<file path="config.mk">
export PLATFORM = sky130hd
export DESIGN_NAME = gregorian_date_subtractor_core
export DESIGN_NICKNAME = d
export VERILOG_FILES = /design/src/rtl/core/gds_pkg.sv /design/src/rtl/core/gregorian_date_subtractor_core.sv
export SDC_FILE = /design/constraint.sdc
export NUM_CORES = 1
export LEC_CHECK = 0
export BUFFER_PORTS_ARGS = -buffer_cell sky130_fd_sc_hd__buf_2
export CAP_MARGIN = 20
export CORE_UTILIZATION = 64
export CTS_CLUSTER_DIAMETER = 150
export CTS_CLUSTER_SIZE = 25
export DETAILED_ROUTE_END_ITERATION = 6
export PLACE_DENSITY = 0.81
export SLEW_MARGIN = 20
export SYNTH_ARGS = -nofsm -noshare
export SYNTH_HDL_FRONTEND = slang
export SYNTH_SLANG_ARGS = --single-unit
export TNS_END_PERCENT = 20
</file>
<file path="constraint.sdc">
create_clock -name clk_i -period 6.43 [get_ports clk_i]
set_input_delay 0.643 -clock clk_i [delete_from_list [all_inputs] [get_ports clk_i]]
set_output_delay 0.643 -clock clk_i [all_outputs]
set_load 0.01 [all_outputs]
</file>
<file path="src/rtl/core/gds_pkg.sv">
package gds_pkg;

  // Request and response payloads
  typedef struct packed {
    logic [3:0]         req_type;
    logic [13:0]        amount;
    logic [4:0]         start_day;
    logic [3:0]         start_month;
    logic signed [15:0] start_year;
  } gds_req_t;

  typedef struct packed {
    logic [4:0]         result_day;
    logic [3:0]         result_month;
    logic signed [15:0] result_year;
    logic               year_underflow;
  } gds_rsp_t;

  // Unit codes carried in req_type
  localparam logic [3:0] UNIT_DAY      = 4'd0;
  localparam logic [3:0] UNIT_WEEK     = 4'd1;
  localparam logic [3:0] UNIT_MONTH    = 4'd2;
  localparam logic [3:0] UNIT_YEAR_STP = 4'd3;
  localparam logic [3:0] UNIT_DEC_STP  = 4'd4;
  localparam logic [3:0] UNIT_YEAR_DIR = 4'd5;
  localparam logic [3:0] UNIT_DEC_DIR  = 4'd6;
  localparam logic [3:0] UNIT_CENTURY  = 4'd7;
  localparam logic [3:0] UNIT_MILLENN  = 4'd8;

  localparam logic [13:0]        MAX_AMOUNT = 14'd9999;
  localparam logic signed [15:0] YEAR_MIN   = 16'sh8000;
  localparam logic signed [24:0] YEAR_MIN_W = 25'sh1FF8000;
  localparam logic [8:0]         R400_LAST  = 9'd399;
  localparam logic [16:0]        R400_DIV   = 17'd400;
  // (y + 32768 + 32) mod 400 == y mod 400
  localparam logic [16:0]        R400_BIAS  = 17'd32;
  // floor(v / 25) == (v * 1311) >> 15 for v up to 4097
  localparam logic [10:0]        RECIP_25   = 11'd1311;

  // Leap test on the year taken mod 400 (0..399)
  function automatic logic is_leap(input logic [8:0] r);
    is_leap = (r[1:0] == 2'b00) && (r != 9'd100) && (r != 9'd200) && (r != 9'd300);
  endfunction

  // Month length, month in 1..12
  function automatic logic [4:0] days_in(input logic [3:0] m, input logic leap);
    unique case (m)
      4'd2:                      days_in = leap ? 5'd29 : 5'd28;
      4'd4, 4'd6, 4'd9, 4'd11:   days_in = 5'd30;
      default:                   days_in = 5'd31;
    endcase
  endfunction

  // Datapath operations selected by the control word
  typedef enum logic [3:0] {
    OP_NOP,
    OP_LOAD,
    OP_MODINIT,
    OP_MODDIV,
    OP_MODREM,
    OP_CLAMPD,
    OP_DAYSTEP,
    OP_MONSTEP,
    OP_YRSTEP,
    OP_DIRSUB,
    OP_FEBCLAMP,
    OP_EMIT
  } gds_op_e;

  // Jump conditions
  typedef enum logic [3:0] {
    COND_NEVER,
    COND_ALWAYS,
    COND_NO_INPUT,
    COND_CNT_MORE,
    COND_T_DAYWK,
    COND_T_MONTH,
    COND_T_YSTEP,
    COND_T_DIRECT,
    COND_OUT_BUSY
  } gds_cond_e;

  typedef logic [4:0] gds_pc_t;

  typedef struct packed {
    gds_op_e   op;
    gds_cond_e cond;
    gds_pc_t   target;
  } gds_uword_t;

  // Program labels
  localparam gds_pc_t PC_IDLE   = 5'd0;
  localparam gds_pc_t PC_MODI0  = 5'd1;
  localparam gds_pc_t PC_MODD0  = 5'd2;
  localparam gds_pc_t PC_MODR0  = 5'd3;
  localparam gds_pc_t PC_CLAMP  = 5'd4;
  localparam gds_pc_t PC_DSP0   = 5'd5;
  localparam gds_pc_t PC_DSP1   = 5'd6;
  localparam gds_pc_t PC_DSP2   = 5'd7;
  localparam gds_pc_t PC_DSP3   = 5'd8;
  localparam gds_pc_t PC_DSP4   = 5'd9;
  localparam gds_pc_t PC_DAY    = 5'd10;
  localparam gds_pc_t PC_DAYX   = 5'd11;
  localparam gds_pc_t PC_MON    = 5'd12;
  localparam gds_pc_t PC_MONX   = 5'd13;
  localparam gds_pc_t PC_YRS    = 5'd14;
  localparam gds_pc_t PC_YRSX   = 5'd15;
  localparam gds_pc_t PC_DIR    = 5'd16;
  localparam gds_pc_t PC_MODI1  = 5'd17;
  localparam gds_pc_t PC_MODD1  = 5'd18;
  localparam gds_pc_t PC_MODR1  = 5'd19;
  localparam gds_pc_t PC_FEB    = 5'd20;
  localparam gds_pc_t PC_EMIT   = 5'd21;
  localparam gds_pc_t PC_BACK   = 5'd22;

  // Control store
  function automatic gds_uword_t ucode_rom(input gds_pc_t pc);
    unique case (pc)
      PC_IDLE:  ucode_rom = '{OP_LOAD,     COND_NO_INPUT, PC_IDLE};
      PC_MODI0: ucode_rom = '{OP_MODINIT,  COND_NEVER,    PC_IDLE};
      PC_MODD0: ucode_rom = '{OP_MODDIV,   COND_NEVER,    PC_IDLE};
      PC_MODR0: ucode_rom = '{OP_MODREM,   COND_NEVER,    PC_IDLE};
      PC_CLAMP: ucode_rom = '{OP_CLAMPD,   COND_NEVER,    PC_IDLE};
      PC_DSP0:  ucode_rom = '{OP_NOP,      COND_T_DAYWK,  PC_DAY};
      PC_DSP1:  ucode_rom = '{OP_NOP,      COND_T_MONTH,  PC_MON};
      PC_DSP2:  ucode_rom = '{OP_NOP,      COND_T_YSTEP,  PC_YRS};
      PC_DSP3:  ucode_rom = '{OP_NOP,      COND_T_DIRECT, PC_DIR};
      PC_DSP4:  ucode_rom = '{OP_NOP,      COND_ALWAYS,   PC_EMIT};
      PC_DAY:   ucode_rom = '{OP_DAYSTEP,  COND_CNT_MORE, PC_DAY};
      PC_DAYX:  ucode_rom = '{OP_NOP,      COND_ALWAYS,   PC_EMIT};
      PC_MON:   ucode_rom = '{OP_MONSTEP,  COND_CNT_MORE, PC_MON};
      PC_MONX:  ucode_rom = '{OP_NOP,      COND_ALWAYS,   PC_EMIT};
      PC_YRS:   ucode_rom = '{OP_YRSTEP,   COND_CNT_MORE, PC_YRS};
      PC_YRSX:  ucode_rom = '{OP_NOP,      COND_ALWAYS,   PC_EMIT};
      PC_DIR:   ucode_rom = '{OP_DIRSUB,   COND_NEVER,    PC_IDLE};
      PC_MODI1: ucode_rom = '{OP_MODINIT,  COND_NEVER,    PC_IDLE};
      PC_MODD1: ucode_rom = '{OP_MODDIV,   COND_NEVER,    PC_IDLE};
      PC_MODR1: ucode_rom = '{OP_MODREM,   COND_NEVER,    PC_IDLE};
      PC_FEB:   ucode_rom = '{OP_FEBCLAMP, COND_NEVER,    PC_IDLE};
      PC_EMIT:  ucode_rom = '{OP_EMIT,     COND_OUT_BUSY, PC_EMIT};
      PC_BACK:  ucode_rom = '{OP_NOP,      COND_ALWAYS,   PC_IDLE};
      default:  ucode_rom = '{OP_NOP,      COND_ALWAYS,   PC_IDLE};
    endcase
  endfunction

endpackage

</file>
<file path="src/rtl/core/gregorian_date_subtractor_core.sv">
// Channel | Dir | Handshake               | Payload
// --------+-----+-------------------------+------------------------------
// request | in  | in_valid_i/in_ready_o   | in_data_i  (gds_req_t)
// result  | out | out_valid_o/out_ready_i | out_data_o (gds_rsp_t)
//
// A microcoded sequencer runs one request at a time. Every request passes
// load, a three-step mod-400, day clamp, first dispatch, emit and return;
// month and stepwise years pass further dispatch steps, and the step loop
// runs amount times {1,7,1,1,10} steps (up to ~100k for decade steps).
// Direct units subtract once, redo the mod-400 and clamp February; unknown
// units go straight to emit. rst_ni clears pc_q and out_valid_q. A held
// result does not block the next transfer in; only a second result waits.
module gregorian_date_subtractor_core (
  input  logic              clk_i,
  input  logic              rst_ni,
  input  logic              in_valid_i,
  output logic              in_ready_o,
  input  gds_pkg::gds_req_t in_data_i,
  output logic              out_valid_o,
  input  logic              out_ready_i,
  output gds_pkg::gds_rsp_t out_data_o
);
  import gds_pkg::*;

  // Control
  gds_pc_t    pc_q, pc_d;
  gds_uword_t uw;
  logic       take;
  logic       step_stop;

  // Datapath registers
  logic [3:0]         type_q, type_d;
  logic [4:0]         d_q, d_d;
  logic [3:0]         m_q, m_d;
  logic signed [15:0] y_q, y_d;
  logic [8:0]         r400_q, r400_d;     // year mod 400, kept in step with y
  logic [23:0]        cnt_q, cnt_d;       // amount * unit scale, then loop count
  logic               uf_q, uf_d;
  logic [16:0]        ybias_q, ybias_d;   // year + 32800, same residue mod 400
  logic [7:0]         quo_q, quo_d;       // ybias / 400

  // Output register
  logic     out_valid_q, out_valid_d;
  gds_rsp_t out_data_q, out_data_d;
  logic     out_free;

  // Helpers
  logic [13:0]        amt;
  logic [9:0]         scale;
  logic [3:0]         m_in;
  logic               leap_cur;
  logic [4:0]         dim_cur;
  logic [4:0]         dim_prev;
  logic [8:0]         r400_dec;
  logic [4:0]         feb_dec;
  logic [22:0]        quo_prod;
  logic signed [24:0] y_new;

  assign uw       = ucode_rom(pc_q);
  assign out_free = !out_valid_q || out_ready_i;
  assign leap_cur = is_leap(r400_q);
  assign dim_cur  = days_in(m_q, leap_cur);
  assign dim_prev = days_in(m_q - 4'd1, leap_cur);
  assign r400_dec = (r400_q == 9'd0) ? R400_LAST : r400_q - 9'd1;
  assign feb_dec  = days_in(4'd2, is_leap(r400_dec));
  // (ybias / 16) / 25 by reciprocal, bits 22:15 hold the quotient
  assign quo_prod = 23'(ybias_q[16:4]) * 23'(RECIP_25);
  assign y_new    = {{9{y_q[15]}}, y_q} - $signed({1'b0, cnt_q});

  assign amt  = (in_data_i.amount > MAX_AMOUNT) ? MAX_AMOUNT : in_data_i.amount;
  assign m_in = (in_data_i.start_month == 4'd0) ? 4'd1 :
                (in_data_i.start_month > 4'd12) ? 4'd12 : in_data_i.start_month;

  always_comb begin
    case (in_data_i.req_type)
      UNIT_WEEK:                   scale = 10'd7;
      UNIT_DEC_STP, UNIT_DEC_DIR:  scale = 10'd10;
      UNIT_CENTURY:                scale = 10'd100;
      UNIT_MILLENN:                scale = 10'd1000;
      default:                     scale = 10'd1;
    endcase
  end

  // Datapath, driven by the current control word
  always_comb begin
    type_d      = type_q;
    d_d         = d_q;
    m_d         = m_q;
    y_d         = y_q;
    r400_d      = r400_q;
    cnt_d       = cnt_q;
    uf_d        = uf_q;
    ybias_d     = ybias_q;
    quo_d       = quo_q;
    out_data_d  = out_data_q;
    out_valid_d = out_valid_q && !out_ready_i;
    step_stop   = 1'b0;

    unique case (uw.op)
      OP_NOP: begin
      end
      OP_LOAD: begin
        if (in_valid_i) begin
          type_d = in_data_i.req_type;
          d_d    = in_data_i.start_day;
          m_d    = m_in;
          y_d    = in_data_i.start_year;
          cnt_d  = 24'(amt) * 24'(scale);
          uf_d   = 1'b0;
        end
      end
      OP_MODINIT: begin
        // offset binary of y plus bias, so the remainder comes out non-negative
        ybias_d = {1'b0, ~y_q[15], y_q[14:0]} + R400_BIAS;
      end
      OP_MODDIV: begin
        quo_d = quo_prod[22:15];
      end
      OP_MODREM: begin
        r400_d = 9'(ybias_q - 17'(quo_q) * R400_DIV);
      end
      OP_CLAMPD: begin
        if (d_q == 5'd0) begin
          d_d = 5'd1;
        end else if (d_q > dim_cur) begin
          d_d = dim_cur;
        end
      end
      OP_DAYSTEP: begin
        if (cnt_q != 24'd0) begin
          cnt_d = cnt_q - 24'd1;
          if (d_q > 5'd1) begin
            d_d = d_q - 5'd1;
          end else if (m_q > 4'd1) begin
            m_d = m_q - 4'd1;
            d_d = dim_prev;
          end else if (y_q != YEAR_MIN) begin
            y_d    = y_q - 16'sd1;
            r400_d = r400_dec;
            m_d    = 4'd12;
            d_d    = 5'd31;
          end else begin
            uf_d      = 1'b1;
            cnt_d     = 24'd0;
            step_stop = 1'b1;
          end
        end
      end
      OP_MONSTEP: begin
        if (cnt_q != 24'd0) begin
          cnt_d = cnt_q - 24'd1;
          if (m_q > 4'd1) begin
            m_d = m_q - 4'd1;
            if (d_q > dim_prev) d_d = dim_prev;
          end else if (y_q != YEAR_MIN) begin
            // December is 31 days, no clamp needed
            y_d    = y_q - 16'sd1;
            r400_d = r400_dec;
            m_d    = 4'd12;
          end else begin
            d_d       = 5'd1;
            m_d       = 4'd1;
            uf_d      = 1'b1;
            cnt_d     = 24'd0;
            step_stop = 1'b1;
          end
        end
      end
      OP_YRSTEP: begin
        if (cnt_q != 24'd0) begin
          cnt_d = cnt_q - 24'd1;
          if (y_q != YEAR_MIN) begin
            y_d    = y_q - 16'sd1;
            r400_d = r400_dec;
            if ((m_q == 4'd2) && (d_q > feb_dec)) d_d = feb_dec;
          end else begin
            uf_d      = 1'b1;
            cnt_d     = 24'd0;
            step_stop = 1'b1;
          end
        end
      end
      OP_DIRSUB: begin
        if (y_new < YEAR_MIN_W) begin
          y_d  = YEAR_MIN;
          uf_d = 1'b1;
        end else begin
          y_d = y_new[15:0];
        end
      end
      OP_FEBCLAMP: begin
        if ((m_q == 4'd2) && (d_q > dim_cur)) d_d = dim_cur;
      end
      OP_EMIT: begin
        if (out_free) begin
          out_data_d.result_day     = d_q;
          out_data_d.result_month   = m_q;
          out_data_d.result_year    = y_q;
          out_data_d.year_underflow = uf_q;
          out_valid_d               = 1'b1;
        end
      end
      default: begin
      end
    endcase
  end

  // Jump condition and next step
  always_comb begin
    unique case (uw.cond)
      COND_NEVER:    take = 1'b0;
      COND_ALWAYS:   take = 1'b1;
      COND_NO_INPUT: take = !in_valid_i;
      COND_CNT_MORE: take = (cnt_q > 24'd1) && !step_stop;
      COND_T_DAYWK:  take = (type_q == UNIT_DAY) || (type_q == UNIT_WEEK);
      COND_T_MONTH:  take = (type_q == UNIT_MONTH);
      COND_T_YSTEP:  take = (type_q == UNIT_YEAR_STP) || (type_q == UNIT_DEC_STP);
      COND_T_DIRECT: take = (type_q == UNIT_YEAR_DIR) || (type_q == UNIT_DEC_DIR) ||
                            (type_q == UNIT_CENTURY)  || (type_q == UNIT_MILLENN);
      COND_OUT_BUSY: take = !out_free;
      default:       take = 1'b0;
    endcase
    pc_d = take ? uw.target : pc_q + 5'd1;
  end

  always_ff @(posedge clk_i or negedge rst_ni) begin
    if (!rst_ni) begin
      pc_q        <= PC_IDLE;
      out_valid_q <= 1'b0;
    end else begin
      pc_q        <= pc_d;
      out_valid_q <= out_valid_d;
    end
  end

  always_ff @(posedge clk_i) begin
    type_q     <= type_d;
    d_q        <= d_d;
    m_q        <= m_d;
    y_q        <= y_d;
    r400_q     <= r400_d;
    cnt_q      <= cnt_d;
    uf_q       <= uf_d;
    ybias_q    <= ybias_d;
    quo_q      <= quo_d;
    out_data_q <= out_data_d;
  end

  assign in_ready_o  = (pc_q == PC_IDLE);
  assign out_valid_o = out_valid_q;
  assign out_data_o  = out_data_q;

endmodule

</file>
After elaboration in Yosys (flattened, before gate mapping)

Memories as Yosys holds them, arrays and structs flattened.
Index checks and enable logic that the tools add are counted.

Bits in registers: 120
Word-level logic and storage cells: 224
Memory bits (read-only): 416
Memories kept: 1
Input port bits: 47
Output and inout bits: 28

Memory list:

| name             | depth | bits a word | read ports | clocked after Yosys merged registers in | wr ports | RTL line       | text |
|---|---|---|---|---|---|---|---|
| (name not given) | 32    | 13          | 1          | 0                                       | 0        | gds_pkg.sv:118 | `unique case (pc)` |

Reductions and logical operators: 45
Add/sub/neg operators: 9
Multipliers: 3
Equality and inequality tests: 63
Bitwise gates (word level): 1
Multiplexer cells: 78
Magnitude comparators: 9

Operator list:

| kind                   | number |
|---|---|
| $mux 24                | 7 |
| $mux 16                | 8 |
| $pmux 24 s4            | 1 |
| $mux 5                 | 16 |
| $pmux 16 s5            | 1 |
| $eq 4x3->1 const B     | 19 |
| $mux 9                 | 7 |
| $eq 4x4->1 const B     | 11 |
| $mux 4                 | 10 |
| $pmux 10 s4            | 1 |
| $pmux 9 s4             | 1 |
| $eq 4x2->1 const B     | 8 |
| $pmux 5 s6             | 1 |
| $lt 25x16->1 const B   | 1 |
| $sub 25x24->25         | 1 |
| $gt 24x1->1 const B    | 1 |
| $mul 14x10->24         | 1 |
| $reduce_bool 24->1     | 1 |
| $sub 24x1->24 const B  | 1 |
| $mul 13x11->23 const B | 1 |
| $mux 1                 | 18 |
| $ne 2x2->1 const B     | 9 |
| $ne 9x7->1 const B     | 2 |
| $ne 9x8->1 const B     | 2 |
| 43 further kinds       | 79 |

Depth between registers and ports, before layout

Depth after elaboration: 13
Mapped depth: 27
Gate-level depth less buffers: 26

Worst setup path after synthesis

Ideal clock, no wire load.

Path type: input to register
Start: in in_data_i[31] in the netlist's numbering
End: reg cnt_q[22], data pin
Arrival: 6505 ps
Data required time: 6159 ps
Path slack: -346 ps
Stages: 23
Path buffers: 1
Library setup time: 271 ps
Path through: nor4_1 -> nor2_1 -> o31ai_1 -> clkbuf_1 -> and2_1 -> nand2_1 -> fa_1 -> inv_1 -> fa_1 -> inv_1 -> fa_1 -> fa_1 -> inv_1 -> fa_1 -> ha_1 -> a2111oi_2 -> o2111ai_1 -> a221o_1 -> a21oi_1 -> nor3_1 -> nor3_1 -> xor2_1 -> o22ai_1

Cells in the longest elaborated chain, start to end: 5

Ends and longest elaborated chain:

| element                | RTL line                              | text |
|---|---|---|
| start: declaration     | gregorian_date_subtractor_core.sv:18  | `input gds_pkg::gds_req_t in_data_i,` |
| $gt 14x14->1           | gregorian_date_subtractor_core.sv:70  | `assign amt = (in_data_i.amount > MAX_AMOUNT) ? MAX_AMOUNT : in_data_i.amount;` |
| $mux 14 (*)            | gregorian_date_subtractor_core.sv:70  |  |
| $mul 14x10->24 (*)     | gregorian_date_subtractor_core.sv:108 | `cnt_d = 24'(amt) * 24'(scale);` |
| $mux 24 (*)            | gregorian_date_subtractor_core.sv:103 | `if (in_valid_i) begin` |
| $pmux 24 s4 (*)        | gregorian_date_subtractor_core.sv:99  | `unique case (uw.op)` |
| net cnt_d[22]          | gregorian_date_subtractor_core.sv:37  | `logic [23:0] cnt_q, cnt_d;` |
| end signal: assignment | gregorian_date_subtractor_core.sv:242 | `cnt_q <= cnt_d;` |
| end: declaration       | gregorian_date_subtractor_core.sv:37  |  |

The timed path passes the listed nets; every way through them passes the cells marked *. The select of a mux whose other input is x is not followed.
A chain may end at the register's enable or synchronous reset.

Final worst setup path

Start: in in_data_i[32] in the netlist's numbering
End: reg cnt_q[23], data pin

The elaborated chain is that of the path after synthesis.

==> metrics.md <==
| Metric | Value |
|---|---|
| Status | finished clean |
| Clock slew at reported path FFs | 0.06 ns |
| Top-area cell type share of the netlist area | 22.3% |
| Final hold vios | 0 |
| Max-Cap Viols | 0 |
| H-tree levels | 4 |
| First-pass GRT wire length | 59.9 mm |
| Number of synthesized flops with an enable pin | 111 |
| Fraction of layout cells with a size suffix above 1 | 13.5% |
| Chip Width | 155 um |
| Post-synthesis sequential area ratio | 23.3% |
| Worst-margin pin slew | 1.04 ns |
| Die area | 23,900 um2 |
| DR iter-0 viols | 982 |
| Post-Syn Area | 14,900 um2 |
| FP Rows | 55 |
| Worst EP arrival | 6.41 ns |
| Vias in the first global route | 12,600 |
| Starting Density | 65.5% |
| Via count | 12,300 |
| # setup viols final | 0 |
| F_max | 161 MHz |
| Mean routed wirelength per cell | 17.6 um |
| GRT overflow | 0 |
| Number of remaining DRC errors | 0 |
| Hold/Removal Path Class | in -> async |
| Routed Antenna Nets | 0 |
| Layout area overhead | 12.3% |
| Ports | 75 |
| Post-Synthesis Cells | 1,597 |
| Drt via density | 6.05 |
| CP Max Fanout | 6 |
| Distinct cells, synth | 87 |
| Fin. max-slew vios | 0 |
| Antenna violations before repair | 0 |
| Worst Path Required | 6.61 ns |
| Fin crit period | 6.23 ns |
| Top area cells in the synthesized netlist | edfxtp_1 (22%), fa_1 (17%), ha_1 (17%) |
| Core Region | 22,800 um2 |
| Max-slew headroom | 29.9% |
| Maximum clock path buffer count | 2 |
| CP endpoint kind | flip-flop |
| PortBufs | 74 |
| Clock Skew | 0.0131 ns |
| Routed WL | 36.0 mm |
| WS Path Type | in -> reg |
| End-of-flow core utilization | 73.6% |
| Num CTS Buffers | 17 |
| Primary FF master, synth | edfxtp_1 |
| Hpwl dp | 28.4 mm |
| Avg Cell Area, Syn | 9.35 um2 |
| Post-Layout Cell Count | 2,040 |
| CTS tree | yes |
| Die height | 155 um |
| Seq cells post-synth | 117 |
| Clock sinks | 117 |
| Worst skew pair latency | 0.43 ns |
| Final setup TNS | 0 ns |
| Tcrit/Tclk final | 96.8% |
| Placed cells | 2,007 |
| Startpoint types | input pin |
| GR Util All Layers | 31.3% |
| Ant. Diodes | 0 |
| Fraction of registers with async set or reset after synthesis | 5.13% |
| 1st-pass router iterations | 7 |
| Mapped Nets | 1,968 |
| Final Wtd Congestion | 0.953 |
| Unrepaired setup endpoints after global routing | false |
| Synth warnings | 0 |
| Area leader, netlist | edfxtp_1 |
| Largest net degree at the start of global routing | 36 |
| Nets@finish | 2,085 |
| Root Driver | clkbuf_16 |
[synthesized netlist by cell type (all sizes together), types with 9 or more instances]
library cell and instances:
a21o 19, a21oi 73, a221o 15, a31oi 17, and2 15, and3 10, buf 15, clkbuf 24
edfxtp 111, fa 125, ha 199, inv 233, mux2i 9, nand2 130, nand2b 22, nand3 44
nor2 130, nor2b 19, nor3 45, nor4 16, o21a 12, o21ai 59, o22ai 24, o31ai 10
xnor2 79, xor2 30
[flip-flops by register name, summed over array words and instances, names as in the netlist]
name and count:
quo_q 5, ybias_q 17, type_q 4, out_valid_o 1, r400_q 9, d_q 5, y_q 16, pc_q 5
uf_q 1, out_data_o 26, m_q 4, cnt_q 24
[cell families (layout without fill, tap and decap cells)]
| family | Yosys count | after routing | share of synthesized area [%] |
|---|---|---|---|
| simple gates | 471 | 471 | 15.3 |
| fa+ha+maj | 324 | 324 | 33.4 |
| compound gates | 292 | 292 | 13.5 |
| buf+inv | 272 | 402 | 7.14 |
| flops | 117 | 117 | 23.3 |
| xor+xnor | 109 | 109 | 6.40 |
| mux | 12 | 12 | 0.855 |
[worst max-delay path, cell delays in order]
cell and delay [ns]:
buf_2 0.12, nor4_2 0.26, nor2_1 0.10, o31a_1 0.39
nor2_2 0.19, buf_4 0.14, xnor2_1 0.06, nor2_1 0.18
ha_2 0.33, fa_1 0.55, fa_1 0.44, fa_1 0.52
inv_1 0.05, fa_1 0.53, inv_1 0.06, ha_4 0.25
a21o_1 0.16, a21o_1 0.18, a21oi_2 0.16, o31ai_4 0.10
a221o_1 0.40, a31oi_2 0.22, nor4b_1 0.09, a211o_1 0.29
[cell usage in the layout (no fill, tap or decap), types with 21 or more instances in the layout]
cell,instances
inv_1,231
xnor2_1,79
nor3_1,43
nand2b_1,21
ha_1,194
nor2_1,122
o22ai_1,24
o21ai_0,46
nand2_1,126
xor2_1,30
a21oi_1,67
buf_2,74
nand3_1,43
buf_4,63
edfxtp_1,111
fa_1,125
[area by class of cell]
cell class,count,area [um2]
multi-input combinational,1208,10500
fill,1623,6010
sequential,117,3480
inverter,233,875
timing repair buffer,137,843
clock buffer,17,425
tap,313,392
clock inverter,15,226
[metal layers]
| layer | part of all wire, % | track usage [%] |
|---|---|---|
| met5 | 0 | 0 |
| met4 | 3.2 | 13.3 |
| met3 | 5.5 | 3.78 |
| met2 | 51 | 54.9 |
| met1 | 41 | 38.9 |
[metrics by stage]
step	setup slack [ns]	hold WS [ns]	instance area, um2
after floorplan	-0.00417	0.347	15000
after global placement	-0.0341	0.405	16100
after detailed placement	-0.278	0.408	16100
after CTS	0.155	0.0235	16700
after global routing	0.0225	0.0290	16800
final	0.203	0.0233	16800
[path summary, 6_finish.rpt]
path / from / end / slack (ns) / cells past startpoint
setup / recovery: in_data_i[32] / cnt_q[23] / 0.20 / 24
hold / removal: rst_ni / out_valid_o / 0.02 / 1
setup reg to reg: ybias_q[10] / quo_q[4] / 1.13 / 16
hold reg to reg: uf_q / out_data_o[0] / 0.43 / 0
max in group asynchronous: rst_ni / pc_q[3] / 6.26 / 1
min in group clk_i: out_ready_i / out_valid_o / 0.40 / 2
[repair_timing]
action,CTS,global route
gates resized for setup,0,7
hold buffers,0,0
setup endpoints to repair,0,2
setup buffers,0,1
Power is left out: the tool's default activity adds up to more than one toggle a clock period on the data nets, which glitch-free logic cannot reach.
